**src/hw/rtl/hexlex_pkg.sv**
```systemverilog
package hexlex_pkg;

    // default depth of the result queue; must be at least 3
    localparam int unsigned OQ_DEPTH = 4;

    localparam logic [3:0] MAX_DIGITS = 4'd8;

    localparam logic [7:0] CH_HASH  = 8'h23;
    localparam logic [7:0] CH_SPACE = 8'h20;
    localparam logic [7:0] CH_TAB   = 8'h09;
    localparam logic [7:0] CH_CR    = 8'h0D;
    localparam logic [7:0] CH_LF    = 8'h0A;

    typedef enum logic [2:0] {
        KIND_BYTE      = 3'd0,
        KIND_HALF      = 3'd1,
        KIND_WORD      = 3'd2,
        KIND_BAD_COUNT = 3'd3,
        KIND_BAD_CHAR  = 3'd4,
        KIND_END_OK    = 3'd5,
        KIND_END_ERR   = 3'd6
    } t_kind;

    typedef enum logic [3:0] {
        MODE_IDLE    = 4'b0001,
        MODE_NUM     = 4'b0010,
        MODE_COMMENT = 4'b0100,
        MODE_ERROR   = 4'b1000
    } t_lex_mode;

    typedef struct packed {
        t_kind       kind;
        logic [31:0] value;
        logic [3:0]  digit_count;
        logic [7:0]  bad_char;
        logic        last;
    } t_result;

    // {is_hex, nibble}
    function automatic logic [4:0] hex_nibble(input logic [7:0] c);
        logic [4:0] r;
        r = '0;
        case (c) inside
            [8'h30:8'h39]: r = {1'b1, 4'(c - 8'h30)};
            [8'h61:8'h66]: r = {1'b1, 4'(c - 8'h57)};
            [8'h41:8'h46]: r = {1'b1, 4'(c - 8'h37)};
            default:       r = '0;
        endcase
        return r;
    endfunction

endpackage

```
**src/hw/rtl/hexlex_if.sv**
```systemverilog
interface hexlex_in_if;
    logic       valid;
    logic       ready;
    logic [7:0] ch;
    logic       is_end;

    modport source (output valid, output ch, output is_end, input ready);
    modport sink   (input valid, input ch, input is_end, output ready);
endinterface

interface hexlex_out_if;
    logic        valid;
    logic        ready;
    logic [2:0]  kind;
    logic [31:0] value;
    logic [3:0]  digit_count;
    logic [7:0]  bad_char;
    logic        last;

    modport source (output valid, output kind, output value, output digit_count,
                    output bad_char, output last, input ready);
    modport sink   (input valid, input kind, input value, input digit_count,
                    input bad_char, input last, output ready);
endinterface

```
**src/hw/rtl/hexlex_core.sv**
```systemverilog
module hexlex_core (
    input  logic                i_clk,
    input  logic                i_rst_n,
    input  logic                i_accept,
    input  logic [7:0]          i_ch,
    input  logic                i_is_end,
    output logic [1:0]          o_res_cnt,
    output hexlex_pkg::t_result o_res0,
    output hexlex_pkg::t_result o_res1
);
    import hexlex_pkg::*;

    t_lex_mode   r_mode, n_mode;
    logic [31:0] r_acc, n_acc;
    logic [3:0]  r_dig, n_dig;

    logic [1:0]  w_cnt;
    t_result     w_res0, w_res1, w_bad;
    logic [4:0]  w_hex;
    logic [31:0] w_acc_sh;
    logic [3:0]  w_dig_inc;
    logic        w_scan, w_slot1;

    function automatic logic run_ok(input logic [3:0] d);
        return (d inside {4'd2, 4'd4, MAX_DIGITS});
    endfunction

    // token or digit-count error for a closed run
    function automatic t_result close_run(input logic [31:0] acc, input logic [3:0] d);
        t_result r;
        r = '0;
        r.digit_count = d;
        case (d)
            4'd2: begin
                r.kind  = KIND_BYTE;
                r.value = {24'd0, acc[7:0]};
            end
            4'd4: begin
                r.kind  = KIND_HALF;
                r.value = {16'd0, acc[15:0]};
            end
            MAX_DIGITS: begin
                r.kind  = KIND_WORD;
                r.value = acc;
            end
            default: r.kind = KIND_BAD_COUNT;
        endcase
        return r;
    endfunction

    function automatic t_result end_result(input logic bad);
        t_result r;
        r      = '0;
        r.kind = bad ? KIND_END_ERR : KIND_END_OK;
        r.last = 1'b1;
        return r;
    endfunction

    assign w_hex     = hex_nibble(i_ch);
    assign w_acc_sh  = {r_acc[27:0], w_hex[3:0]};
    assign w_dig_inc = r_dig + 4'd1;

    always_comb begin
        n_mode  = r_mode;
        n_acc   = r_acc;
        n_dig   = r_dig;
        w_cnt   = 2'd0;
        w_res0  = '0;
        w_res1  = '0;
        w_scan  = 1'b0;
        w_slot1 = 1'b0;
        w_bad   = '0;
        w_bad.kind     = KIND_BAD_CHAR;
        w_bad.bad_char = i_ch;

        if (i_is_end) begin
            if (r_mode == MODE_NUM) begin
                w_res0 = close_run(r_acc, r_dig);
                w_res1 = end_result(!run_ok(r_dig));
                w_cnt  = 2'd2;
            end else begin
                w_res0 = end_result(r_mode == MODE_ERROR);
                w_cnt  = 2'd1;
            end
            n_mode = MODE_IDLE;
            n_acc  = '0;
            n_dig  = '0;
        end else begin
            case (r_mode)
                MODE_ERROR: ;
                MODE_COMMENT: begin
                    if (i_ch == CH_LF) n_mode = MODE_IDLE;
                end
                MODE_NUM: begin
                    if (w_hex[4]) begin
                        n_acc = w_acc_sh;
                        n_dig = w_dig_inc;
                        if (w_dig_inc == MAX_DIGITS) begin
                            w_res0 = close_run(w_acc_sh, w_dig_inc);
                            w_cnt  = 2'd1;
                            n_mode = MODE_IDLE;
                            n_acc  = '0;
                            n_dig  = '0;
                        end
                    end else begin
                        w_res0 = close_run(r_acc, r_dig);
                        w_cnt  = 2'd1;
                        n_acc  = '0;
                        n_dig  = '0;
                        if (run_ok(r_dig)) begin
                            // good run: closing char is then scanned as in idle
                            n_mode  = MODE_IDLE;
                            w_scan  = 1'b1;
                            w_slot1 = 1'b1;
                        end else begin
                            n_mode = MODE_ERROR;
                        end
                    end
                end
                MODE_IDLE: w_scan = 1'b1;
                default: ;
            endcase

            if (w_scan) begin
                if (w_hex[4]) begin
                    n_mode = MODE_NUM;
                    n_acc  = {28'd0, w_hex[3:0]};
                    n_dig  = 4'd1;
                end else if (i_ch == CH_HASH) begin
                    n_mode = MODE_COMMENT;
                end else if (i_ch inside {CH_SPACE, CH_TAB, CH_CR, CH_LF}) begin
                    // whitespace, skipped
                end else begin
                    n_mode = MODE_ERROR;
                    if (w_slot1) begin
                        w_res1 = w_bad;
                        w_cnt  = 2'd2;
                    end else begin
                        w_res0 = w_bad;
                        w_cnt  = 2'd1;
                    end
                end
            end
        end
    end

    assign o_res_cnt = i_accept ? w_cnt : 2'd0;
    assign o_res0    = w_res0;
    assign o_res1    = w_res1;

    always_ff @(posedge i_clk) begin
        if (!i_rst_n) begin
            r_mode <= MODE_IDLE;
            r_acc  <= '0;
            r_dig  <= '0;
        end else if (i_accept) begin
            r_mode <= n_mode;
            r_acc  <= n_acc;
            r_dig  <= n_dig;
        end
    end

endmodule

```
**src/hw/rtl/hexlex_outq.sv**
```systemverilog
module hexlex_outq #(
    parameter int unsigned DEPTH = hexlex_pkg::OQ_DEPTH
) (
    input  logic                i_clk,
    input  logic                i_rst_n,
    input  logic [1:0]          i_push_cnt,
    input  hexlex_pkg::t_result i_res0,
    input  hexlex_pkg::t_result i_res1,
    output logic                o_room,
    hexlex_out_if.source        o_out
);
    import hexlex_pkg::*;

    localparam int CW = $clog2(DEPTH + 1);

    t_result         r_q [DEPTH];
    t_result         n_q [DEPTH];
    logic [CW-1:0]   r_cnt, n_cnt;
    logic [CW-1:0]   w_mid, w_mid1;
    logic            w_pop;

    always_comb begin
        w_pop  = (r_cnt != '0) && o_out.ready;
        w_mid  = r_cnt - CW'(w_pop);
        w_mid1 = w_mid + CW'(1);
        for (int i = 0; i < DEPTH; i++) begin
            n_q[i] = r_q[i];
            if (w_pop && i < DEPTH - 1) n_q[i] = r_q[(i + 1) % DEPTH];
            if (i_push_cnt != 2'd0 && CW'(i) == w_mid) n_q[i] = i_res0;
            if (i_push_cnt == 2'd2 && CW'(i) == w_mid1) n_q[i] = i_res1;
        end
        n_cnt = w_mid + CW'(i_push_cnt);
    end

    // room for the two results one item can give
    assign o_room = (r_cnt <= CW'(DEPTH - 2));

    assign o_out.valid       = (r_cnt != '0);
    assign o_out.kind        = r_q[0].kind;
    assign o_out.value       = r_q[0].value;
    assign o_out.digit_count = r_q[0].digit_count;
    assign o_out.bad_char    = r_q[0].bad_char;
    assign o_out.last        = r_q[0].last;

    always_ff @(posedge i_clk) begin
        if (!i_rst_n) begin
            r_cnt <= '0;
        end else begin
            r_cnt <= n_cnt;
        end
    end

    always_ff @(posedge i_clk) begin
        r_q <= n_q;
    end

endmodule

```
**src/hw/rtl/hex_token_lexer.sv**
```systemverilog
// Streaming lexer for hex text, one character word per handshake.
// Input channel i_in: ch (byte) and is_end (end of text). Output channel
// o_out: kind, value, digit_count, bad_char, last.
// Hex digit runs are packed MSB first; runs of 2, 4 or 8 digits give byte,
// half and word tokens, other lengths a digit-count error. A run closes at 8
// digits. Whitespace is skipped, '#' comments run to LF, other bytes are an
// invalid-character error; after an error words are dropped until is_end.
// The end word always gives a result with last set.
// Timing: one input word per cycle while the queue has room. The lexer state is
// updated at the accept edge and the word's results land in a small result
// queue at that edge. A word with two results (run closed plus end, or run
// closed plus bad character) drains them one per cycle while o_out.ready is
// high. i_in.ready depends only on queue fill: it stays high while at least
// two free slots remain, so with o_out.ready high and one result per word the
// block sustains one word per cycle. When the receiver stalls, the queue
// fills and i_in.ready drops; nothing is lost and the head result holds.
// Reset (synchronous, active low) returns the lexer to idle with an empty
// accumulator and empties the result queue.
module hex_token_lexer #(
    parameter int unsigned OUT_DEPTH = hexlex_pkg::OQ_DEPTH
) (
    input  logic         i_clk,
    input  logic         i_rst_n,
    hexlex_in_if.sink    i_in,
    hexlex_out_if.source o_out
);
    import hexlex_pkg::*;

    logic       w_accept;
    logic       w_room;
    logic [1:0] w_res_cnt;
    t_result    w_res0, w_res1;

    // ready is a queue-space check, independent of o_out.ready
    assign i_in.ready = w_room;
    assign w_accept   = i_in.valid && w_room;

    hexlex_core u_core (
        .i_clk     (i_clk),
        .i_rst_n   (i_rst_n),
        .i_accept  (w_accept),
        .i_ch      (i_in.ch),
        .i_is_end  (i_in.is_end),
        .o_res_cnt (w_res_cnt),
        .o_res0    (w_res0),
        .o_res1    (w_res1)
    );

    // result queue: absorbs the second result of a word and receiver stalls
    hexlex_outq #(
        .DEPTH (OUT_DEPTH)
    ) u_outq (
        .i_clk      (i_clk),
        .i_rst_n    (i_rst_n),
        .i_push_cnt (w_res_cnt),
        .i_res0     (w_res0),
        .i_res1     (w_res1),
        .o_room     (w_room),
        .o_out      (o_out)
    );

endmodule

```
**src/flat_wrapper.sv**
```systemverilog
// flat-port wrapper written by rule: the top's interface ports become plain ports
module hex_token_lexer_flat import hexlex_pkg::*;
#(
    parameter int unsigned OUT_DEPTH = hexlex_pkg::OQ_DEPTH
)
  (i_clk, i_rst_n, i_in_valid, i_in_ch, i_in_is_end, i_in_ready, o_out_valid, o_out_kind, o_out_value, o_out_digit_count, o_out_bad_char, o_out_last, o_out_ready);
  hexlex_in_if i_in_i ();
  hexlex_out_if o_out_i ();
  input  logic i_clk;
  input  logic i_rst_n;
  input wire logic [$bits(i_in_i.valid)-1:0] i_in_valid;
  input wire logic [$bits(i_in_i.ch)-1:0] i_in_ch;
  input wire logic [$bits(i_in_i.is_end)-1:0] i_in_is_end;
  output wire logic [$bits(i_in_i.ready)-1:0] i_in_ready;
  output wire logic [$bits(o_out_i.valid)-1:0] o_out_valid;
  output wire logic [$bits(o_out_i.kind)-1:0] o_out_kind;
  output wire logic [$bits(o_out_i.value)-1:0] o_out_value;
  output wire logic [$bits(o_out_i.digit_count)-1:0] o_out_digit_count;
  output wire logic [$bits(o_out_i.bad_char)-1:0] o_out_bad_char;
  output wire logic [$bits(o_out_i.last)-1:0] o_out_last;
  input wire logic [$bits(o_out_i.ready)-1:0] o_out_ready;
  assign i_in_i.valid = i_in_valid;
  assign i_in_i.ch = i_in_ch;
  assign i_in_i.is_end = i_in_is_end;
  assign i_in_ready = i_in_i.ready;
  assign o_out_valid = o_out_i.valid;
  assign o_out_kind = o_out_i.kind;
  assign o_out_value = o_out_i.value;
  assign o_out_digit_count = o_out_i.digit_count;
  assign o_out_bad_char = o_out_i.bad_char;
  assign o_out_last = o_out_i.last;
  assign o_out_i.ready = o_out_ready;
  hex_token_lexer #(.OUT_DEPTH(OUT_DEPTH)) u_core (.i_clk(i_clk), .i_rst_n(i_rst_n), .i_in(i_in_i), .o_out(o_out_i));
endmodule
```
**config.mk**
```make
export PLATFORM = sky130hd
export DESIGN_NAME = hex_token_lexer_flat
export DESIGN_NICKNAME = d
export VERILOG_FILES = /design/src/hw/rtl/hexlex_pkg.sv /design/src/hw/rtl/hexlex_if.sv /design/src/hw/rtl/hexlex_core.sv /design/src/hw/rtl/hexlex_outq.sv /design/src/hw/rtl/hex_token_lexer.sv /design/src/flat_wrapper.sv
export SDC_FILE = /design/constraint.sdc
export NUM_CORES = 1
export LEC_CHECK = 0
export ABC_AREA = 1
export BUFFER_PORTS_ARGS = -buffer_cell sky130_fd_sc_hd__buf_2
export CORE_UTILIZATION = 49
export CTS_CLUSTER_SIZE = 10
export DETAILED_ROUTE_END_ITERATION = 6
export GPL_ROUTABILITY_DRIVEN = 0
export PLACE_DENSITY_LB_ADDON = 0.1
export SETUP_SLACK_MARGIN = 0.4
export SKIP_CTS_REPAIR_TIMING = 1
export SLEW_MARGIN = 20
export SYNTH_ARGS = -nofsm -noshare
export SYNTH_HDL_FRONTEND = slang
export SYNTH_HIERARCHICAL = 1
export SYNTH_SLANG_ARGS = --single-unit
```
**constraint.sdc**
```tcl
create_clock -name i_clk -period 9.9 [get_ports i_clk]
set_input_delay 1.98 -clock i_clk [delete_from_list [all_inputs] [get_ports i_clk]]
set_output_delay 1.98 -clock i_clk [all_outputs]
set_load 0.01 [all_outputs]
```
==> results of run 1 <==
flip-flops by register name, indices dropped and copies added, names as in the netlist:
name                             count
u_core/u_core/r_dig                  4
u_core/u_outq/o_out.value           32
u_core/u_outq/r_cnt                  3
u_core/u_outq/r_q                  144
u_core/u_core/r_mode                 4
u_core/u_outq/o_out.digit_count      4
u_core/u_outq/o_out.last             1
u_core/u_core/r_acc                 32
u_core/u_outq/o_out.bad_char         8
u_core/u_outq/o_out.kind             3
tightest hold or removal path: cells and delay by family (launching register included):
family             cells  cell delay [ns]
AOI/OAI and AO/OA      1             0.05
DFF                    1             0.31
and+or+nand+nor        1             0.06
worst paths after layout:
kind                                               end                            startpoint  slack, ns  depth (start not counted)
setup reg to reg       u_core/u_outq/r_q[56]$_DFFE_PP_  u_core/u_core/r_mode[1]$_SDFFE_PN0P_       4.45                         14
hold reg to reg   u_core/u_core/r_acc[28]$_SDFFE_PN0P_  u_core/u_core/r_acc[28]$_SDFFE_PN0P_       0.47                          2
setup / recovery       u_core/u_outq/r_q[56]$_DFFE_PP_                            i_in_ch[0]       3.24                         17
hold / removal    u_core/u_core/r_acc[28]$_SDFFE_PN0P_  u_core/u_core/r_acc[28]$_SDFFE_PN0P_       0.47                          2
cell type report:
class                   instances  area share
multi-input cells            1356       0.397
inverters                     265      0.0642
well taps                     390      0.0313
flip-flops and latches        235       0.424
repair buffers                 85      0.0317
clock inverters                 4     0.00265
clock buffers                  37      0.0483
report_power, final:
group          internal [mW]  leakage, nW  switching (mW)
Sequential              1.56         2.15          0.0708
Combinational          0.414         4.44            1.05
Clock                  0.526        0.384           0.405
Total                   2.50         6.97            1.52
logic make-up after synthesis:
| kind of cell | Yosys count | synth area share |
|---|---|---|
| DFF | 235 | 0.446 |
| AOI/OAI and AO/OA | 222 | 0.0794 |
| buffers and inverters | 467 | 0.150 |
| other | 1 | 0.000252 |
| and+or+nand+nor | 1085 | 0.313 |
| xor gates and xnor gates | 1 | 0.000590 |
| adders and majority gates | 12 | 0.0106 |
cells in the final DEF, fill, tap and decap left out, drive strengths merged, types with 2 or more instances in the layout:
master	count
nand4	9
nand3b	2
ha	11
dfxtp	43
a21oi	108
edfxtp	192
nand2	640
nor3	2
clkinv	5
nand3	326
nor2	105
buf	85
o22ai	31
o21ai	78
clkbuf	37
inv	264
conb	36
layer usage:
metal,share of wire,up-vias,global-route usage
li1,-,6324,-
met1,0.46,5956,0.384
met2,0.44,457,0.414
met3,0.077,63,0.0353
met4,0.022,0,0.0696
met5,0,-,0
==> summary.md, run 1 <==
| Metric | Value |
|---|---|
| Vias per cell | `5.40` |
| EDFF count, synth | `192` |
| Leak | `6.97 nW` |
| Die X | `176 µm` |
| #FFs+latches synth | `235` |
| Worst rel slew slack | `0.338` |
| Area Growth Syn to Fin | `5.07%` |
| Max incr delay on CP | `0.59 ns` |
| Fin util | `0.525` |
| Fin Setup TNS | `0 ns` |
| Drt pass-1 iters | `5` |
| Post-Syn Area per Cell | `7.34 µm²` |
| Setup WS pre-CTS | `2.77 ns` |
| Clock Skews | `0.0165 ns` |
| Max-slew violations | `0` |
| Slew @ Worst Pin | `0.992 ns` |
| Final std cells w/o fill | `2,372` |
| Final Power | `4.02 mW` |
| Delay-heaviest family, CP | `buffers and inverters` |
| Placed cell area | `0.0148 mm²` |
| Multi-input logic area | `0.00620 mm²` |
| Min Tclk post-route | `6.66 ns` |
| Initial core utilization | `0.500` |
| Top post-synthesis cells by count | `630 x nand2_1, 323 x nand3_1, 248 x inv_1, 192 x edfxtp_1, 103 x a21oi_1` |
| Clock-pin slew on the worst setup and hold paths | `0.06 ns` |
| Vias in the first global route | `11,700` |
| Crit path arrival time | `6.85 ns` |
| Worst VDD drop | `0.176 mV` |
| Residual DRC count | `0` |
| Port buffer count | `62` |
| Count of final hold-check violations | `0` |
| Register Area | `0.00663 mm²` |
| Maximum clock insertion buffer count | `3` |
| Largest net degree at the start of global routing | `97` |
| CP Capture Type | `register` |
| CTS buffer count | `28` |
| All-layer global routing usage | `0.265` |
| Design Area, Final | `0.0156 mm²` |
| Power per cell area | `258 mW/mm²` |
| Antenna diodes | `0` |
| Critical Path Fanout Max | `49` |
| First-pass GRT wire length | `64,900 µm` |
| Final setup violation count | `0` |
| Vias | `12,800` |
| Iter 0 DRT Violations | `1,254` |
| Most used cell along the critical path | `buf_4` |
| Buffers & Inverters on Critical Path | `6` |
| Root cell of the clock tree | `clkbuf_16` |
| Worst path slowest cell | `nand4_1` |
| Final nets | `1,996` |
| Fillers | `2,926` |
| Asr flop ratio synth | `0` |
| Final worst slack | `3.24 ns` |
| Share of Yosys cell area claimed by the top area cell type | `0.388` |
| RSZ-0062 raised after global routing | `no` |
| Global route total overflow | `0` |
| Clk_lat worst skew | `0.57 ns` |
| Tcrit/Tclk final | `0.673` |
| Initial antenna violation count | `0` |
| Synth Warn # | `6` |
| Layout cells sized above 1 | `0.0863` |
| Routed Wire Length | `41,200 µm` |
| H-tree depth | `1` |
| Most frequent cell after synthesis | `nand2_1` |
| Hold Crit Class | `register to register` |
| Main synth FF type | `edfxtp_1` |
| Status | `complete, no violations` |
| Clock net sink count | `235` |
| Worst EP required | `10.09 ns` |
| Synthesized area | `0.0149 mm²` |
| Fmax | `150 MHz` |
| # IOs | `63` |
| Die area | `0.0310 mm²` |
| Core Box Area | `0.0297 mm²` |
| Max cap viols | `0` |
| CP startpoint kind | `input port` |
| Unique masters post-synth | `41` |
| Leading area contributor after synthesis | `edfxtp_1` |
| Seq/Total Area, Yosys | `0.446` |
| Placed Instances | `2,331` |
| Site row count | `63` |
| Syn Inst Count | `2,023` |
| Hold Slack | `0.467 ns` |
| Die Y | `176 µm` |
| Remaining antenna violation count | `0` |
| Main area contributors after synthesis | `edfxtp_1 39%, nand2_1 16%, nand3_1 11%` |
| Routed len/inst | `17.3 µm` |
| CTS tree | `yes` |
| Critical path, cell by cell | `buf_2 > inv_1 > ha_1 > nand2_1 > nand3_2 > nand2_4 > nand2_8 > inv_2 > nand4_1 > a21oi_1 > nor2_1 > nor2_4 > buf_4 > nand2_2 > buf_4 > nand3_2 > buf_4` |
| Final HPWL DP | `25,300 µm` |
| Crit path kind | `input port to register` |
No activity file was read; power rests on OpenSTA's default activity.
==> run 2, diff against run 1 <==
- clock period: 9.9 -> 5.7 ns (I/O delays scaled with it)
==> run 2 against run 1 <==
First-iteration DRC count increased by 17%. Register-to-register slack lost 2.8 ns. Critical endpoint is now u_core/u_outq/r_q[55]$_DFFE_PP_. Clock skew rose by 0.0092 ns.
==> summary.md, run 2 (synthesis results as in run 1) <==
| Metric | Value |
|---|---|
| Status | `complete, no violations (unchanged)` |
| Crit path arrival time | `4.57 ns (was 6.85 ns)` |
| Worst rel slew slack | `0.355 (was 0.338)` |
| Hold Crit Class | `register to register (unchanged)` |
| Worst VDD drop | `0.286 mV (was 0.176 mV)` |
| Final HPWL DP | `26,500 µm (was 25,300 µm)` |
| RSZ-0062 raised after global routing | `no (unchanged)` |
| Vias in the first global route | `12,500 (was 11,700)` |
| Routed len/inst | `17.7 µm (was 17.3 µm)` |
| Vias | `13,100 (was 12,800)` |
| Die area | `0.0310 mm² (unchanged)` |
| Min Tclk post-route | `4.17 ns` |
| Power per cell area | `448 mW/mm² (was 258 mW/mm²)` |
| Residual DRC count | `0 (unchanged)` |
| Cell Int Power | `4.44 mW (was 2.50 mW)` |
| Delay-heaviest family, CP | `simple AND/OR/NAND/NOR gates (was buffers and inverters)` |
| Clock Skews | `0.0256 ns (was 0.0165 ns)` |
| Clock-pin slew on the worst setup and hold paths | `0.06 ns (about the same)` |
| Most flops, register | `u_core/u_outq/r_q (unchanged)` |
| Placed Instances | `2,345 (was 2,331)` |
| CP Capture Type | `register (unchanged)` |
| Leak | `7.08 nW (was 6.97 nW)` |
| All-layer global routing usage | `0.277 (was 0.265)` |
| Slew @ Worst Pin | `0.958 ns (was 0.992 ns)` |
| Final setup violation count | `0 (unchanged)` |
| Reg power frac | `0.401 (was 0.405)` |
| Initial core utilization | `0.500 (unchanged)` |
| Comb pwr share | `0.365 (was 0.363)` |
| Core Box Area | `0.0297 mm² (unchanged)` |
| First-pass GRT wire length | `67,600 µm (was 64,900 µm)` |
| Initial antenna violation count | `0 (unchanged)` |
| Layout cells sized above 1 | `0.0922 (was 0.0863)` |
| Worst EP required | `6.10 ns (was 10.09 ns)` |
| Vias per cell | `5.45 (was 5.40)` |
| Clk_lat worst skew | `0.55 ns (was 0.57 ns)` |
| Max cap viols | `0 (unchanged)` |
| Max-slew violations | `0 (unchanged)` |
| Buffers & Inverters on Critical Path | `5 (was 6)` |
| Antenna diodes | `0 (unchanged)` |
| Fin Setup TNS | `0 ns (unchanged)` |
| Drt pass-1 iters | `6 (was 5)` |
| Largest net degree at the start of global routing | `60 (was 97)` |
| Switching pwr | `2.65 mW (was 1.52 mW)` |
| Most used cell along the critical path | `nand2_1 (was buf_4)` |
| Worst path slowest cell | `inv_2 (was nand4_1)` |
| Max reg flops | `144 (unchanged)` |
| Final std cells w/o fill | `2,397 (was 2,372)` |
| Die X | `176 µm (unchanged)` |
| Iter 0 DRT Violations | `1,465 (was 1,254)` |
| Share of total power in the clock network | `0.234 (was 0.231)` |
| Root cell of the clock tree | `clkbuf_16 (unchanged)` |
| CTS buffer count | `28 (unchanged)` |
| Global route total overflow | `0 (unchanged)` |
| Area Growth Syn to Fin | `6.53% (was 5.07%)` |
| Tcrit/Tclk final | `0.732` |
| Port buffer count | `62 (unchanged)` |
| Remaining antenna violation count | `0 (unchanged)` |
| Most common cell after layout, fill and taps aside | `nand2_1 (unchanged)` |
| Max incr delay on CP | `0.69 ns (was 0.59 ns)` |
| Critical path, cell by cell | `buf_2 > inv_1 > ha_1 > nand2_1 > nand3_2 > nand2_4 > nand2_8 > inv_2 > nand4_1 > buf_4 > a21oi_1 > nand2_1 > nor2_2 > nand3_2 > inv_2 > nand2_1 > nand2_1 (was buf_2 > inv_1 > ha_1 > nand2_1 > nand3_2 > nand2_4 > nand2_8 > inv_2 > nand4_1 > a21oi_1 > nor2_1 > nor2_4 > buf_4 > nand2_2 > buf_4 > nand3_2 > buf_4)` |
| # IOs | `63 (unchanged)` |
| Routed Wire Length | `42,300 µm (was 41,200 µm)` |
| CTS tree | `yes (unchanged)` |
| Fmax | `240 MHz` |
| Site row count | `63 (unchanged)` |
| Final nets | `2,010 (was 1,996)` |
| Crit path kind | `input port to register (unchanged)` |
| Clock net sink count | `235 (unchanged)` |
| Critical Path Fanout Max | `35 (was 49)` |
| H-tree depth | `1 (unchanged)` |
| Die Y | `176 µm (unchanged)` |
| Sw frac | `0.374 (was 0.379)` |
| Count of final hold-check violations | `0 (unchanged)` |
| Most frequent cells in the layout | `624 x nand2_1, 317 x nand3_1, 248 x inv_1 (unchanged)` |
| CP startpoint kind | `input port (unchanged)` |
| Maximum clock insertion buffer count | `3 (unchanged)` |
## run 2: changes by cell type in the layout (fill, tap and decap cells not counted)
| cell | delta |
|---|---|
| clkbuf_1 | +13 |
| buf_4 | +8 |
| buf_12 | +6 |
| clkinv_1 | -2 |
| clkbuf_16 | +1 |
| clkinv_16 | -1 |
## run 2: worst paths after layout
path | cells after the start | slack [ns] | end | from
worst max-delay path | 17 | 1.53 | u_core/u_outq/r_q[55]$_DFFE_PP_ | i_in_ch[0]
worst min register to register | 2 | 0.48 | u_core/u_core/r_acc[28]$_SDFFE_PN0P_ | u_core/u_core/r_acc[28]$_SDFFE_PN0P_
worst min-delay path | 2 | 0.48 | u_core/u_core/r_acc[28]$_SDFFE_PN0P_ | u_core/u_core/r_acc[28]$_SDFFE_PN0P_
worst max register to register | 15 | 1.67 | u_core/u_outq/r_q[55]$_DFFE_PP_ | u_core/u_outq/r_cnt[2]$_SDFF_PN0_
## run 2: layout make-up
cell class                      instances  area [µm²]
Tap cell                              390         488
Clock buffer                           51         828
Inverter                              265        1000
Multi-Input combinational cell       1356        6200
Sequential cell                       235        6630
Fill cell                            2875       13900
Timing Repair Buffer                   99         676
Clock inverter                          1        3.75
## run 2: tightest hold or removal path, delay by kind of cell (launching register included)
kind | cells | cell delay (ns)
simple gates | 1 | 0.06
flops | 1 | 0.31
compound gates | 1 | 0.06
## run 2: layer usage
layer | vias to the layer above | wire, µm | GRT usage
met4 | 0 | 858 | 0.0739
met5 | - | 0 | 0
met3 | 73 | 3000 | 0.0347
li1 | 6353 | - | -
met1 | 6150 | 18900 | 0.380
met2 | 482 | 19600 | 0.460
## run 2: power by group through the flow
stage               Clock [mW]  Combinational, mW  Sequential (mW)
finish                    1.66               2.59             2.84
global route              1.75               2.90             2.89
CTS                       1.69               2.59             2.85
detailed placement           0               2.58             2.88
global placement             0               2.53             2.87
floorplan                    0               2.00             2.87
## run 2: through the flow
step	cell area [µm²]	setup slack [ns]	power [mW]	util	hold WS, ns
global route	15800	1.29	7.55	0.533	0.501
global placement	15000	1.18	5.40	0.505	0.452
CTS	15800	1.64	7.13	0.533	0.476
detailed placement	15000	1.08	5.46	0.505	0.458
finish	15800	1.53	7.09	0.533	0.475
floorplan	15000	0.687	4.87	-	0.445
==> run 3, diff against run 2 <==
- ABC_AREA: 1 -> 0
- clock period: 5.7 -> 3.9 ns (I/O delays scaled with it)
==> run 3 against run 2 <==
Sequential power grew 47%. Final area grew 0.32%. Routed wire length shrank 1.8%. Setup slack lost 1.1 ns. Critical path depth shrank 7. First-iteration DRC count grew 1.7%. Clock power grew 53%. Synthesized area shrank 3.9%. Cell count shrank 24%. Critical endpoint is now u_core/u_outq/r_q[113]$_DFFE_PP_. Critical path type is now register to register.
==> summary.md, run 3 <==
| Metric | Value |
|---|---|
| Register Area | `0.00663 mm² (about the same)` |
| Buffers & Inverters on Critical Path | `4 (was 5)` |
| Syn Inst Count | `1,439 (was 2,023)` |
| Layout cells sized above 1 | `0.200 (was 0.0922)` |
| Residual DRC count | `0 (unchanged)` |
| Fmax | `287 MHz` |
| Remaining antenna violation count | `0 (unchanged)` |
| Most frequent cells in the layout | `192 x edfxtp_1, 148 x nor3_1, 147 x a31oi_1 (was 624 x nand2_1, 317 x nand3_1, 248 x inv_1)` |
| Vias | `12,000 (was 13,100)` |
| H-tree depth | `1 (unchanged)` |
| Share of Yosys cell area claimed by the top area cell type | `0.404 (was 0.388)` |
| Most used cell along the critical path | `buf_4 (was nand2_1)` |
| Vias in the first global route | `11,300 (was 12,500)` |
| Fillers | `2,567 (was 2,875)` |
| Max incr delay on CP | `0.60 ns (was 0.69 ns)` |
| #FFs+latches synth | `235 (unchanged)` |
| EDFF count, synth | `192 (unchanged)` |
| Most flops, register | `u_core/u_outq/r_q (unchanged)` |
| Largest net degree at the start of global routing | `244 (was 60)` |
| Worst path slowest cell | `o311ai_4 (was inv_2)` |
| Worst rel slew slack | `0.104 (was 0.355)` |
| Hold Crit Class | `register to register (unchanged)` |
| RSZ-0062 raised after global routing | `no (unchanged)` |
| Leading area contributor after synthesis | `edfxtp_1 (unchanged)` |
| Asr flop ratio synth | `0 (unchanged)` |
| Most common cell after layout, fill and taps aside | `edfxtp_1 (was nand2_1)` |
| Final nets | `1,431 (was 2,010)` |
| Clk_lat worst skew | `0.55 ns (about the same)` |
| Critical path, cell by cell | `or3_4 > nand2_8 > inv_1 > ha_1 > ha_2 > xor2_4 > buf_4 > buf_12 > o311ai_4 > buf_4 (was buf_2 > inv_1 > ha_1 > nand2_1 > nand3_2 > nand2_4 > nand2_8 > inv_2 > nand4_1 > buf_4 > a21oi_1 > nand2_1 > nor2_2 > nand3_2 > inv_2 > nand2_1 > nand2_1)` |
| CTS buffer count | `28 (unchanged)` |
| Max cap viols | `0 (unchanged)` |
| Clock-pin slew on the worst setup and hold paths | `0.06 ns (about the same)` |
| First-pass GRT wire length | `65,300 µm (was 67,600 µm)` |
| Root cell of the clock tree | `clkbuf_16 (unchanged)` |
| Die X | `173 µm (was 176 µm)` |
| Routed len/inst | `22.9 µm (was 17.7 µm)` |
| Unique masters post-synth | `73 (was 41)` |
| Top post-synthesis cells by count | `192 x edfxtp_1, 148 x nor3_1, 147 x a31oi_1, 111 x clkbuf_1 (was 630 x nand2_1, 323 x nand3_1, 248 x inv_1, 192 x edfxtp_1, 103 x a21oi_1)` |
| Largest family of logic cells by synthesized area | `compound AO/OA/AOI/OAI gates (was simple AND/OR/NAND/NOR gates)` |
| Core Box Area | `0.0287 mm² (was 0.0297 mm²)` |
| Main area contributors after synthesis | `edfxtp_1 40%, a31oi_1 6.4%, dfxtp_1 6.0% (was edfxtp_1 39%, nand2_1 16%, nand3_1 11%)` |
| Post-synthesis compound-gate area fraction | `0.201 (was 0.0794)` |
| Worst EP required | `4.12 ns (was 6.10 ns)` |
| Tcrit/Tclk final | `0.892` |
| Crit path arrival time | `3.70 ns (was 4.57 ns)` |
| Min Tclk post-route | `3.48 ns` |
| Clock net sink count | `235 (unchanged)` |
| Critical Path Fanout Max | `243 (was 35)` |
| Final setup violation count | `0 (unchanged)` |
| Delay-heaviest family, CP | `buffers and inverters (was simple AND/OR/NAND/NOR gates)` |
| Multi-input logic area | `0.00638 mm² (was 0.00620 mm²)` |
| Post-Synth Adder-Cell Area | `0.0110 (was 0.0106)` |
| Hold Slack | `0.479 ns (was 0.475 ns)` |
| Leak | `5.13 nW (was 7.08 nW)` |
| Most frequent cell after synthesis | `edfxtp_1 (was nand2_1)` |
| Maximum clock insertion buffer count | `3 (unchanged)` |
| Drt pass-1 iters | `5 (was 6)` |
| Area Growth Syn to Fin | `11.2% (was 6.53%)` |
| Power per cell area | `703 mW/mm² (was 448 mW/mm²)` |
| Vias per cell | `6.62 (was 5.45)` |
| Die Y | `173 µm (was 176 µm)` |
| Initial antenna violation count | `0 (unchanged)` |
| Antenna diodes | `0 (unchanged)` |
| Seq/Total Area, Yosys | `0.464 (was 0.446)` |
| CP Capture Type | `register (unchanged)` |
| Main synth FF type | `edfxtp_1 (unchanged)` |
| Clock Skews | `0.0174 ns (was 0.0256 ns)` |
| Iter 0 DRT Violations | `1,490 (was 1,465)` |
| XOR/XNOR Fraction of Synth Area | `0.00175 (was 0.000590)` |
| CP startpoint kind | `register (was input port)` |
| Fin util | `0.553 (was 0.533)` |
| Site row count | `62 (was 63)` |
| Initial core utilization | `0.497 (was 0.500)` |
| Die area | `0.0298 mm² (was 0.0310 mm²)` |
| All-layer global routing usage | `0.271 (was 0.277)` |
| Post-Syn Area per Cell | `9.92 µm² (was 7.34 µm²)` |
| Multiplexer share of the synthesized area | `0.0400 (was 0)` |
| # IOs | `63 (unchanged)` |
| Status | `complete, no violations (unchanged)` |
| Worst VDD drop | `1.22 mV (was 0.286 mV)` |
| CTS tree | `yes (unchanged)` |
| Crit path kind | `register to register (was input port to register)` |
| Count of final hold-check violations | `0 (unchanged)` |
| Synthesized area | `0.0143 mm² (was 0.0149 mm²)` |
| Post-Synth Simple-Gate Area | `0.169 (was 0.313)` |
| Slew @ Worst Pin | `1.34 ns (was 0.958 ns)` |
| Synth Warn # | `6 (unchanged)` |
| Routed Wire Length | `41,600 µm (was 42,300 µm)` |
| Global route total overflow | `0 (unchanged)` |
| Port buffer count | `62 (unchanged)` |
| Max-slew violations | `0 (unchanged)` |
| Final HPWL DP | `23,800 µm (was 26,500 µm)` |
| Max reg flops | `144 (unchanged)` |
## run 3: changes by cell type after synthesis, sizes merged, moves of 98 or more
cell / previous run / this run
inv: 264 / 63
a31oi: 1 / 147
nand3: 326 / 57
nand2: 640 / 23
or4: 0 / 98
nor3: 2 / 151
## run 3: cell families (layout without fill, tap and decap cells)
family                   after synthesis  in the layout
XOR/XNOR                               2              2
buffers and inverters                312            266
flip-flops                           235            235
AO/OA/AOI/OAI                        415            415
multiplexers                          51             51
other                                  1             36
AND/OR/NAND/NOR                      411            411
adder cells (fa/ha/maj)               12             12
## run 3: metal layers
layer / vias up / global-route usage / wire [µm]
met5: - / 0 / 0
met4: 0 / 0.0590 / 755
met3: 63 / 0.0455 / 3440
met2: 577 / 0.414 / 18700
met1: 5874 / 0.403 / 18600
li1: 5486 / - / -
## run 3: where the power goes
group	internal, mW	leakage [nW]	switching, mW	total, mW
logic	1.30	2.53	3.16	4.46
registers	3.97	2.18	0.207	4.18
clock network	1.51	0.422	1.02	2.54
total	6.78	5.13	4.38	11.2
## run 3: layout make-up
cell class,count,share of cell area
clock buffers,51,0.0534
clock inverters,1,0.00189
inverters,63,0.0158
multi-input cells,927,0.402
flip-flops and latches,235,0.418
well taps,384,0.0303
repair buffers,151,0.0794
## run 3: worst paths after layout
kind	startpoint	slack [ns]	endpoint	cells past startpoint
hold reg to reg	u_core/u_core/r_acc[28]$_SDFFE_PN0P_	0.48	u_core/u_core/r_acc[28]$_SDFFE_PN0P_	1
setup / recovery	u_core/u_outq/r_cnt[1]$_SDFF_PN0_	0.42	u_core/u_outq/r_q[113]$_DFFE_PP_	10
setup reg to reg	u_core/u_outq/r_cnt[1]$_SDFF_PN0_	0.42	u_core/u_outq/r_q[113]$_DFFE_PP_	10
hold / removal	u_core/u_core/r_acc[28]$_SDFFE_PN0P_	0.48	u_core/u_core/r_acc[28]$_SDFFE_PN0P_	1
## run 3: worst register-to-register path, cell delays in order, from the launching register on
cell and delay, ns:
dfxtp_1 0.32, or3_4 0.42, nand2_8 0.08, inv_1 0.04
ha_1 0.17, ha_2 0.20, xor2_4 0.15, buf_4 0.14
buf_12 0.21, o311ai_4 1.06, buf_4 0.36
## run 3: through the flow
| step | std cells | power, mW | TNS, ns | setup slack [ns] | instance area, µm² |
|---|---|---|---|---|---|
| 2_1_floorplan | 1474 | 7.30 | -139.51 | -1.43 | 14600 |
| 3_3_place_gp | 1754 | 8.52 | 0 | 0.0104 | 14900 |
| 3_5_place_dp | 1754 | 8.57 | -1.83 | -0.0563 | 14900 |
| 4_1_cts | 1806 | 11.1 | 0 | 0.334 | 15700 |
| 5_1_grt | 1812 | 11.7 | 0 | 0.402 | 15900 |
| 6_report | 1812 | 11.2 | 0 | 0.420 | 15900 |
